[src/hdr_color_to_argb8888_macros.svh]
// ----------------------------------------------------------------------------
// HDR color to ARGB8888 assertion macros
// Shared concurrent assertion forms, sampled on clk and disabled in reset.
// ----------------------------------------------------------------------------
`ifndef HDR_COLOR_TO_ARGB8888_MACROS_SVH
`define HDR_COLOR_TO_ARGB8888_MACROS_SVH

// The consequent must hold in the same cycle as the antecedent.
`define HCA_ASSERT_NOW(lbl, ante, cons, msg) \
	lbl: assert property (@(posedge clk) disable iff (!arst_n) (ante) |-> (cons)) \
		else $error(msg);

// The consequent must hold in the cycle after the antecedent.
`define HCA_ASSERT_NEXT(lbl, ante, cons, msg) \
	lbl: assert property (@(posedge clk) disable iff (!arst_n) (ante) |=> (cons)) \
		else $error(msg);

`endif

[src/hca_pkg.sv]
// ----------------------------------------------------------------------------
// HDR color to ARGB8888 package
// Widths, pipeline depth and the stage load bundle shared by all modules.
// ----------------------------------------------------------------------------
`default_nettype none

package hca_pkg;

	localparam int DATA_W      = 32;
	localparam int BYTE_W      = 8;
	localparam int NUM_CHAN    = 4;
	localparam int DEN_W       = DATA_W - 1;
	localparam int NUM_W       = DEN_W + BYTE_W;
	localparam int DIV_STEPS   = BYTE_W;
	localparam int NUM_STG     = DIV_STEPS + 3;
	localparam int IN_TDATA_W  = NUM_CHAN * DATA_W;
	localparam int OUT_TDATA_W = NUM_CHAN * BYTE_W;

	typedef struct packed {
		logic                 out_ld;
		logic [DIV_STEPS-1:0] div_ld;
		logic                 prep_ld;
		logic                 in_ld;
	} hca_ld_t;

endpackage

`default_nettype wire

[src/hca_front.sv]
// ----------------------------------------------------------------------------
// HDR color front stage
// Registers the incoming channels together with the largest color channel
// and the flag that says whether the colors must be scaled down.
// ----------------------------------------------------------------------------
`default_nettype none

module hca_front
	import hca_pkg::*;
#(
	parameter int FRAC_BITS = 16
) (
	input  logic                     clk,
	input  logic                     ld,
	input  logic signed [DATA_W-1:0] red_in,
	input  logic signed [DATA_W-1:0] green_in,
	input  logic signed [DATA_W-1:0] blue_in,
	input  logic signed [DATA_W-1:0] alpha_in,
	output logic signed [DATA_W-1:0] red_s1,
	output logic signed [DATA_W-1:0] green_s1,
	output logic signed [DATA_W-1:0] blue_s1,
	output logic signed [DATA_W-1:0] alpha_s1,
	output logic signed [DATA_W-1:0] peak_s1,
	output logic                     scale_s1
);

	localparam logic signed [DATA_W-1:0] ONE_S = DATA_W'(1) << FRAC_BITS;

	logic signed [DATA_W-1:0] peak_rg;
	logic signed [DATA_W-1:0] peak_c;

	always_comb begin
		peak_rg = (green_in > red_in) ? green_in : red_in;
		peak_c  = (blue_in > peak_rg) ? blue_in : peak_rg;
	end

	always_ff @(posedge clk) begin
		if (ld) begin
			red_s1   <= red_in;
			green_s1 <= green_in;
			blue_s1  <= blue_in;
			alpha_s1 <= alpha_in;
			peak_s1  <= peak_c;
			scale_s1 <= peak_c > ONE_S;
		end
	end

endmodule

`default_nettype wire

[src/hca_lane.sv]
// ----------------------------------------------------------------------------
// HDR color channel lane
// Clamps one channel, forms channel * 255 and divides it by the peak or by
// 1.0 with a pipelined restoring divider, one quotient bit per stage.
// ----------------------------------------------------------------------------
`default_nettype none

module hca_lane
	import hca_pkg::*;
#(
	parameter int FRAC_BITS = 16
) (
	input  logic                     clk,
	input  hca_ld_t                  ld,
	input  logic signed [DATA_W-1:0] chan,
	input  logic signed [DATA_W-1:0] peak,
	input  logic                     scale,
	output logic [BYTE_W-1:0]        level
);

	localparam logic [DEN_W-1:0] ONE = DEN_W'(1) << FRAC_BITS;

	logic [DEN_W-1:0] c_pos;
	logic [NUM_W-1:0] num_c;
	logic [DEN_W-1:0] den_c;

	logic [NUM_W-1:0]  rem_s [DIV_STEPS];
	logic [DEN_W-1:0]  den_s [DIV_STEPS];
	logic [BYTE_W-1:0] quo_s [DIV_STEPS];

	// Only alpha can exceed 1.0 without scaling; the clamp keeps it in range.
	always_comb begin
		if (chan <= 0) begin
			c_pos = '0;
		end else if (!scale && (chan > $signed({1'b0, ONE}))) begin
			c_pos = ONE;
		end else begin
			c_pos = chan[DEN_W-1:0];
		end
		num_c = {c_pos, BYTE_W'(0)} - NUM_W'(c_pos);
		den_c = scale ? peak[DEN_W-1:0] : ONE;
	end

	always_ff @(posedge clk) begin
		if (ld.prep_ld) begin
			rem_s[0] <= num_c;
			den_s[0] <= den_c;
		end
	end

	for (genvar j = 0; j < DIV_STEPS; j++) begin : g_step
		localparam int SH = DIV_STEPS - 1 - j;

		logic [NUM_W-1:0]  dsh;
		logic              ge;
		logic [BYTE_W-1:0] quo_prev;

		if (j == 0) begin : g_first
			assign quo_prev = '0;
		end else begin : g_rest
			assign quo_prev = quo_s[j-1];
		end

		always_comb begin
			dsh = NUM_W'(den_s[j]) << SH;
			ge  = rem_s[j] >= dsh;
		end

		always_ff @(posedge clk) begin
			if (ld.div_ld[j]) begin
				quo_s[j] <= {quo_prev[BYTE_W-2:0], ge};
			end
		end

		if (j < DIV_STEPS - 1) begin : g_pass
			always_ff @(posedge clk) begin
				if (ld.div_ld[j]) begin
					rem_s[j+1] <= ge ? (rem_s[j] - dsh) : rem_s[j];
					den_s[j+1] <= den_s[j];
				end
			end
		end
	end

	assign level = quo_s[DIV_STEPS-1];

endmodule

`default_nettype wire

[src/hca_merge.sv]
// ----------------------------------------------------------------------------
// HDR color output merge
// Gathers the four lane bytes into the registered output beat.
// ----------------------------------------------------------------------------
`default_nettype none

module hca_merge
	import hca_pkg::*;
(
	input  logic                   clk,
	input  logic                   ld,
	input  logic [BYTE_W-1:0]      alpha_level,
	input  logic [BYTE_W-1:0]      red_level,
	input  logic [BYTE_W-1:0]      green_level,
	input  logic [BYTE_W-1:0]      blue_level,
	output logic [OUT_TDATA_W-1:0] tdata_q
);

	always_ff @(posedge clk) begin
		if (ld) begin
			tdata_q <= {blue_level, green_level, red_level, alpha_level};
		end
	end

endmodule

`default_nettype wire

[src/hdr_color_to_argb8888.sv]
// ----------------------------------------------------------------------------
// HDR color to ARGB8888 converter
// Converts one signed fixed-point RGBA color per beat into four bytes.
// ----------------------------------------------------------------------------
// Each input beat on s_axis carries red, green, blue and alpha as signed
// fixed-point words with FRAC_BITS fraction bits. Each output beat on m_axis
// carries alpha, red, green and blue bytes. If the largest color channel is
// above 1.0, the colors are divided by it; negative colors become zero and
// alpha is clamped to the range 0 to 1.0.
// The pipeline has 11 stages: a front stage that finds the peak, a stage per
// lane that forms channel * 255, eight restoring divider stages that each
// resolve one quotient bit, and the output register. Throughput is one beat
// per cycle while the receiver does not stall.
// Four lanes work side by side, one per channel, and the merge stage packs
// their bytes. Every stage has its own valid bit, so a stalled receiver only
// fills empty stages; s_axis_tready falls once all 11 stages hold a beat.
// Reset clears all valid bits; no clearing pass is needed.
// ----------------------------------------------------------------------------
`default_nettype none

`include "hdr_color_to_argb8888_macros.svh"

module hdr_color_to_argb8888
	import hca_pkg::*;
#(
	parameter int FRAC_BITS = 16
) (
	input  logic                   clk,
	input  logic                   arst_n,
	input  logic                   s_axis_tvalid,
	output logic                   s_axis_tready,
	// Fields from bit 0: red_in, green_in, blue_in, alpha_in.
	input  logic [IN_TDATA_W-1:0]  s_axis_tdata,
	output logic                   m_axis_tvalid,
	input  logic                   m_axis_tready,
	// Fields from bit 0: alpha_byte, red_byte, green_byte, blue_byte.
	output logic [OUT_TDATA_W-1:0] m_axis_tdata
);

	localparam logic signed [DATA_W-1:0] ONE_S = DATA_W'(1) << FRAC_BITS;

	logic [NUM_STG-1:0] vld_q;
	logic [NUM_STG:0]   rdy;
	logic [NUM_STG-1:0] vin;
	logic [NUM_STG-1:0] ld_vec;
	hca_ld_t            ld_s;

	logic signed [DATA_W-1:0] red_s1;
	logic signed [DATA_W-1:0] green_s1;
	logic signed [DATA_W-1:0] blue_s1;
	logic signed [DATA_W-1:0] alpha_s1;
	logic signed [DATA_W-1:0] peak_s1;
	logic                     scale_s1;

	logic [BYTE_W-1:0] alpha_level;
	logic [BYTE_W-1:0] red_level;
	logic [BYTE_W-1:0] green_level;
	logic [BYTE_W-1:0] blue_level;

	always_comb begin
		rdy[NUM_STG] = m_axis_tready;
		for (int i = NUM_STG - 1; i >= 0; i--) begin
			rdy[i] = !vld_q[i] || rdy[i+1];
		end
	end

	assign vin    = {vld_q[NUM_STG-2:0], s_axis_tvalid};
	assign ld_vec = rdy[NUM_STG-1:0] & vin;

	always_comb begin
		ld_s.in_ld   = ld_vec[0];
		ld_s.prep_ld = ld_vec[1];
		ld_s.div_ld  = ld_vec[NUM_STG-2:2];
		ld_s.out_ld  = ld_vec[NUM_STG-1];
	end

	always_ff @(posedge clk or negedge arst_n) begin
		if (!arst_n) begin
			vld_q <= '0;
		end else begin
			vld_q <= (rdy[NUM_STG-1:0] & vin) | (~rdy[NUM_STG-1:0] & vld_q);
		end
	end

	assign s_axis_tready = rdy[0];
	assign m_axis_tvalid = vld_q[NUM_STG-1];

	hca_front #(
		.FRAC_BITS(FRAC_BITS)
	) u_front (
		.clk     (clk),
		.ld      (ld_s.in_ld),
		.red_in  (s_axis_tdata[DATA_W-1:0]),
		.green_in(s_axis_tdata[2*DATA_W-1:DATA_W]),
		.blue_in (s_axis_tdata[3*DATA_W-1:2*DATA_W]),
		.alpha_in(s_axis_tdata[4*DATA_W-1:3*DATA_W]),
		.red_s1  (red_s1),
		.green_s1(green_s1),
		.blue_s1 (blue_s1),
		.alpha_s1(alpha_s1),
		.peak_s1 (peak_s1),
		.scale_s1(scale_s1)
	);

	hca_lane #(
		.FRAC_BITS(FRAC_BITS)
	) u_lane_alpha (
		.clk  (clk),
		.ld   (ld_s),
		.chan (alpha_s1),
		.peak (ONE_S),
		.scale(1'b0),
		.level(alpha_level)
	);

	hca_lane #(
		.FRAC_BITS(FRAC_BITS)
	) u_lane_red (
		.clk  (clk),
		.ld   (ld_s),
		.chan (red_s1),
		.peak (peak_s1),
		.scale(scale_s1),
		.level(red_level)
	);

	hca_lane #(
		.FRAC_BITS(FRAC_BITS)
	) u_lane_green (
		.clk  (clk),
		.ld   (ld_s),
		.chan (green_s1),
		.peak (peak_s1),
		.scale(scale_s1),
		.level(green_level)
	);

	hca_lane #(
		.FRAC_BITS(FRAC_BITS)
	) u_lane_blue (
		.clk  (clk),
		.ld   (ld_s),
		.chan (blue_s1),
		.peak (peak_s1),
		.scale(scale_s1),
		.level(blue_level)
	);

	hca_merge u_merge (
		.clk        (clk),
		.ld         (ld_s.out_ld),
		.alpha_level(alpha_level),
		.red_level  (red_level),
		.green_level(green_level),
		.blue_level (blue_level),
		.tdata_q    (m_axis_tdata)
	);

	`HCA_ASSERT_NEXT(a_in_fills_front, s_axis_tvalid && s_axis_tready, vld_q[0], "accepted beat lost at front stage")
	`HCA_ASSERT_NEXT(a_out_load_valid, ld_s.out_ld, m_axis_tvalid, "output load did not raise tvalid")
	`HCA_ASSERT_NOW(a_no_overwrite, 1'b1, ((vld_q & ~rdy[NUM_STG:1]) & ld_vec) == '0, "stage overwritten while blocked")

endmodule

`default_nettype wire
[config.mk]
export PLATFORM = sky130hd
export DESIGN_NAME = hdr_color_to_argb8888
export DESIGN_NICKNAME = d
export VERILOG_FILES = /design/src/hca_pkg.sv /design/src/hca_front.sv /design/src/hca_lane.sv /design/src/hca_merge.sv /design/src/hdr_color_to_argb8888.sv
export VERILOG_INCLUDE_DIRS = /design/src /design/src/src
export SDC_FILE = /design/constraint.sdc
export NUM_CORES = 2
export LEC_CHECK = 0
export BUFFER_PORTS_ARGS = -buffer_cell sky130_fd_sc_hd__buf_2
export CAP_MARGIN = 10
export CORE_ASPECT_RATIO = 1.1
export CORE_UTILIZATION = 65
export DETAILED_ROUTE_END_ITERATION = 7
export PLACE_DENSITY = 0.88
export SLEW_MARGIN = 20
export SYNTH_ARGS = -nofsm -noshare
export SYNTH_HDL_FRONTEND = slang
export SYNTH_SLANG_ARGS = --single-unit
[constraint.sdc]
create_clock -name clk -period 34.3 [get_ports clk]
set_clock_uncertainty 0.15 [all_clocks]
set_input_delay 0 -clock clk [delete_from_list [all_inputs] [get_ports clk]]
set_output_delay 0 -clock clk [all_outputs]
set_load 0.005 [all_outputs]
==> run_results.csv <==
group,metric,value,unit
pwr,p_per_area,105,nW/um2
sta,rsz0062_at_grt,"no",
clock_network,cts_tree,"yes",
sta,finalCriticalPeriod,8310,ps
global_route,antenna_found_initial,18,
sta,period_share,24.2,%
place,io_buffers,165,
setup_path,crit_fanout,17,
global_route,grt_pass1_vias,89287,
detailed_routing,viasPerCell,6.72,
clock_network,cts_buffers,184,
detailed_routing,drtPass1Iterations,8,
pwr,total_power,13000,uW
floorplan,num_io_pins,166,
setup_path,cp.required,34760,ps
setup_path,crit_path_start_kind,"primary input",
place,dp.cells,12520,
synthesis,synthArstFlopShare,0.602,%
setup_path,path_class,"primary input to flop",
final_layout,multiInputGateArea,53400,um2
synthesis,synth.top_cell.area_share,49.1,%
sta,hold_ws,31.6,ps
detailed_routing,num_vias,88251,
hold_path,hold_path.class,"primary input to async pin",
synthesis,yosysTopAreaCell,"edfxtp_1",
clock_network,cts_max_level,4,
setup_path,rrSetupSlack,27020,ps
clock_network,cts_resized,0,
floorplan,die_h,435,um
pwr,p_leak,0.0492,uW
synthesis,yosysSeqAreaShare,49.4,%
global_route,grt_pass1_wl,545000,um
setup_path,cpLargestDelayFamily,"simple AND/OR/NAND/NOR gates",
sta,tns,0,ps
synthesis,synth_seq_cells,1827,
clock_network,clock_latency,940,ps
setup_path,critical_path.reg2reg.startpoint,"u_front.alpha_s1[2]",
sta,slew_headroom,14.9,%
final_layout,final_util,73.2,%
final_layout,final_common_cell,"edfxtp_1",
synthesis,ys_warn_count,0,
floorplan,die-area,172000,um2
final_layout,seq_area,54800,um2
detailed_routing,wire_per_inst,28.3,um
final_layout,area_delta_synth_final,11.5,%
synthesis,ys.flop_type,"edfxtp_1",
detailed_routing,routed_wl,372000,um
synthesis,synth_edf_count,1816,
setup_path,rr_worst_depth,19,
setup_path,cp-end-kind,"flop",
global_route,grt_max_degree,145,
setup_path,r2r-end,"u_lane_alpha.rem_s[0][30]",
clock_network,clock_sinks,1827,
place,dp.final_hpwl,270000,um
synthesis,syn_inst,10214,
final_layout,num-fill-cells,10913,
floorplan,row_count,158,
final_layout,fin_cells,13136,
setup_path,slowest_delay,1070,ps
final_layout,nNetsFinal,11797,
pwr,peakVddDrop,67.6,uV
final_layout,drive_gt1_share,8.08,%
detailed_routing,postRouteAntennaNets,0,
synthesis,avgSynthCellArea,10.9,um2
synthesis,synth.area.top_cells,"edfxtp_1 49%, ha_1 10%, a21oi_1 3.7%",
global_route,track_usage,42.6,%
setup_path,path_cells,"dlygate4sd3_1 > buf_2 > ha_1 > nand4_1 > nor4_2 > a21boi_2 > o31ai_4 > nand3_1 > o22ai_1 > a221o_1 > ha_1 > nand2_1 > o21ai_0 > o21ai_0 > a21oi_1 > o32a_1 > mux2_2 > nand2_1 > mux2_2 > or4_1 > nor4_1 > o21ai_1",
detailed_routing,drcViolationCount,36,
job,maxCapViolCount,0,
sta,drv_slew,0,
setup_path,crit_arrival,8770,ps
clock_network,path_clk_slew,70,ps
floorplan,coreArea,169000,um2
place,finalWeightedCongestion,1.04,
setup_path,critical_path.slowest_cell,"nor4_1",
sta,tightest_slew,1260,ps
sta,timing.fmax,120,MHz
setup_path,crit_cells,22,
sta,hold_violations,0,
final_layout,final_cell_mix,"1816 x edfxtp_1, 914 x ha_1, 813 x a21oi_1, 778 x nand2_1, 672 x nor2_1",
synthesis,synth_cell_types,125,
clock_network,clock-root-buffer,"clkbuf_16",
global_route,grt_overflow,0,
status,violations,"design-rule violations",
floorplan,die_w,396,um
sta,setup_viol,0,
setup_path,critPathBufInv,2,
detailed_routing,drtIter0Drc,9195,
floorplan,start_util,65.7,%
status,status,"finished with violations",
synthesis,synth_area,111000,um2
clock_network,max-clock-path-buffers,3,
-- area by class of cell --
cell class	instances	area share (%)
Inverter	610	1.85
Antenna cell	11	0.0222
Tap cell	2240	2.26
Multi-Input combinational cell	7607	43.2
Clock inverter	128	1.31
Timing Repair Buffer	500	3.25
Clock buffer	213	3.84
Sequential cell	1827	44.3
-- how the worst max path moves through the flow --
stage | startpoint | to | slack (ps)
2_1_floorplan | flop | u_lane_alpha.quo_s[3][0] | 21940
3_3_place_gp | s_axis_tdata[13] | u_front.scale_s1 | 25780
5_1_grt | s_axis_tdata[45] | u_front.scale_s1 | 25870
6_report | s_axis_tdata[45] | u_front.scale_s1 | 25990
4_1_cts | s_axis_tdata[13] | u_front.scale_s1 | 26100
3_5_place_dp | s_axis_tdata[13] | u_front.scale_s1 | 25730
-- logic make-up (layout without fill, tap and decap cells) --
kind of cell,Yosys count,after routing,share of synthesized area (%)
AO/OA/AOI/OAI,2719,2719,15.7
XOR/XNOR,799,799,6.31
adder cells (fa/ha/maj),935,935,10.7
buffers and inverters,798,1451,2.76
flip-flops,1827,1827,49.4
multiplexers,199,199,1.99
other,2,31,0.00677
AND/OR/NAND/NOR,2935,2935,13.2
-- cell usage after synthesis (56+ instances only) --
library cell and number:
and2_1 112, ha_1 914, and3_1 77, a31oi_1 75, o31ai_1 71, mux2_2 172
a21oi_1 814, or2_2 56, inv_1 607, nand3_1 193, edfxtp_1 1816, nor2b_1 125
nor4_1 147, a21o_1 381, o21bai_1 81, a211oi_1 89, xor2_1 340, o21ai_0 593
nand4_1 130, clkbuf_1 125, o21a_1 136, or3_1 93, nor3_1 211, nor2_1 676
xnor2_1 459, nand2b_1 153, nand2_1 779
-- stage by stage --
step | cell area (um2) | setup WS (ps)
3_3_place_gp | 115000 | 25780
2_1_floorplan | 111000 | 21940
3_5_place_dp | 115000 | 25730
6_report | 124000 | 25990
5_1_grt | 124000 | 25870
4_1_cts | 124000 | 26100
-- state kept, by name, indices dropped and copies added, names as in the netlist, named ones only --
register and count:
u_front.alpha_s1 32, u_front.blue_s1 32, u_front.green_s1 32, u_front.peak_s1 31, u_front.red_s1 32, u_front.scale_s1 1, u_lane_alpha.quo_s 36, u_lane_alpha.rem_s 296
u_lane_blue.den_s 124, u_lane_blue.quo_s 36, u_lane_blue.rem_s 312, u_lane_green.den_s 62, u_lane_green.quo_s 36, u_lane_green.rem_s 312, u_lane_red.den_s 62, u_lane_red.quo_s 36
u_lane_red.rem_s 312, u_merge.tdata_q 32
-- report_power, final --
group | switching (uW) | internal, uW
combinational | 3940 | 2600
sequential | 584 | 3690
clock | 950 | 1200
total | 5480 | 7490
-- routing by layer --
layer / wire length, um / global-route usage, %
met1: 118000 / 42.2
met2: 180000 / 73.1
met3: 28200 / 8.35
met4: 45500 / 42.4
met5: 116 / 0.140
-- repair_timing --
item / CTS / global route
hold buffers: 262 / 0
buffers inserted: 0 / 0
hold endpoints to repair: 217 / 0
-- tightest hold or removal path, cell delays in order --
cell and delay (ps):
dlygate4sd3_1 520, buf_2 110, dlygate4sd3_1 880
No activity file was read; power rests on OpenSTA's default activity.
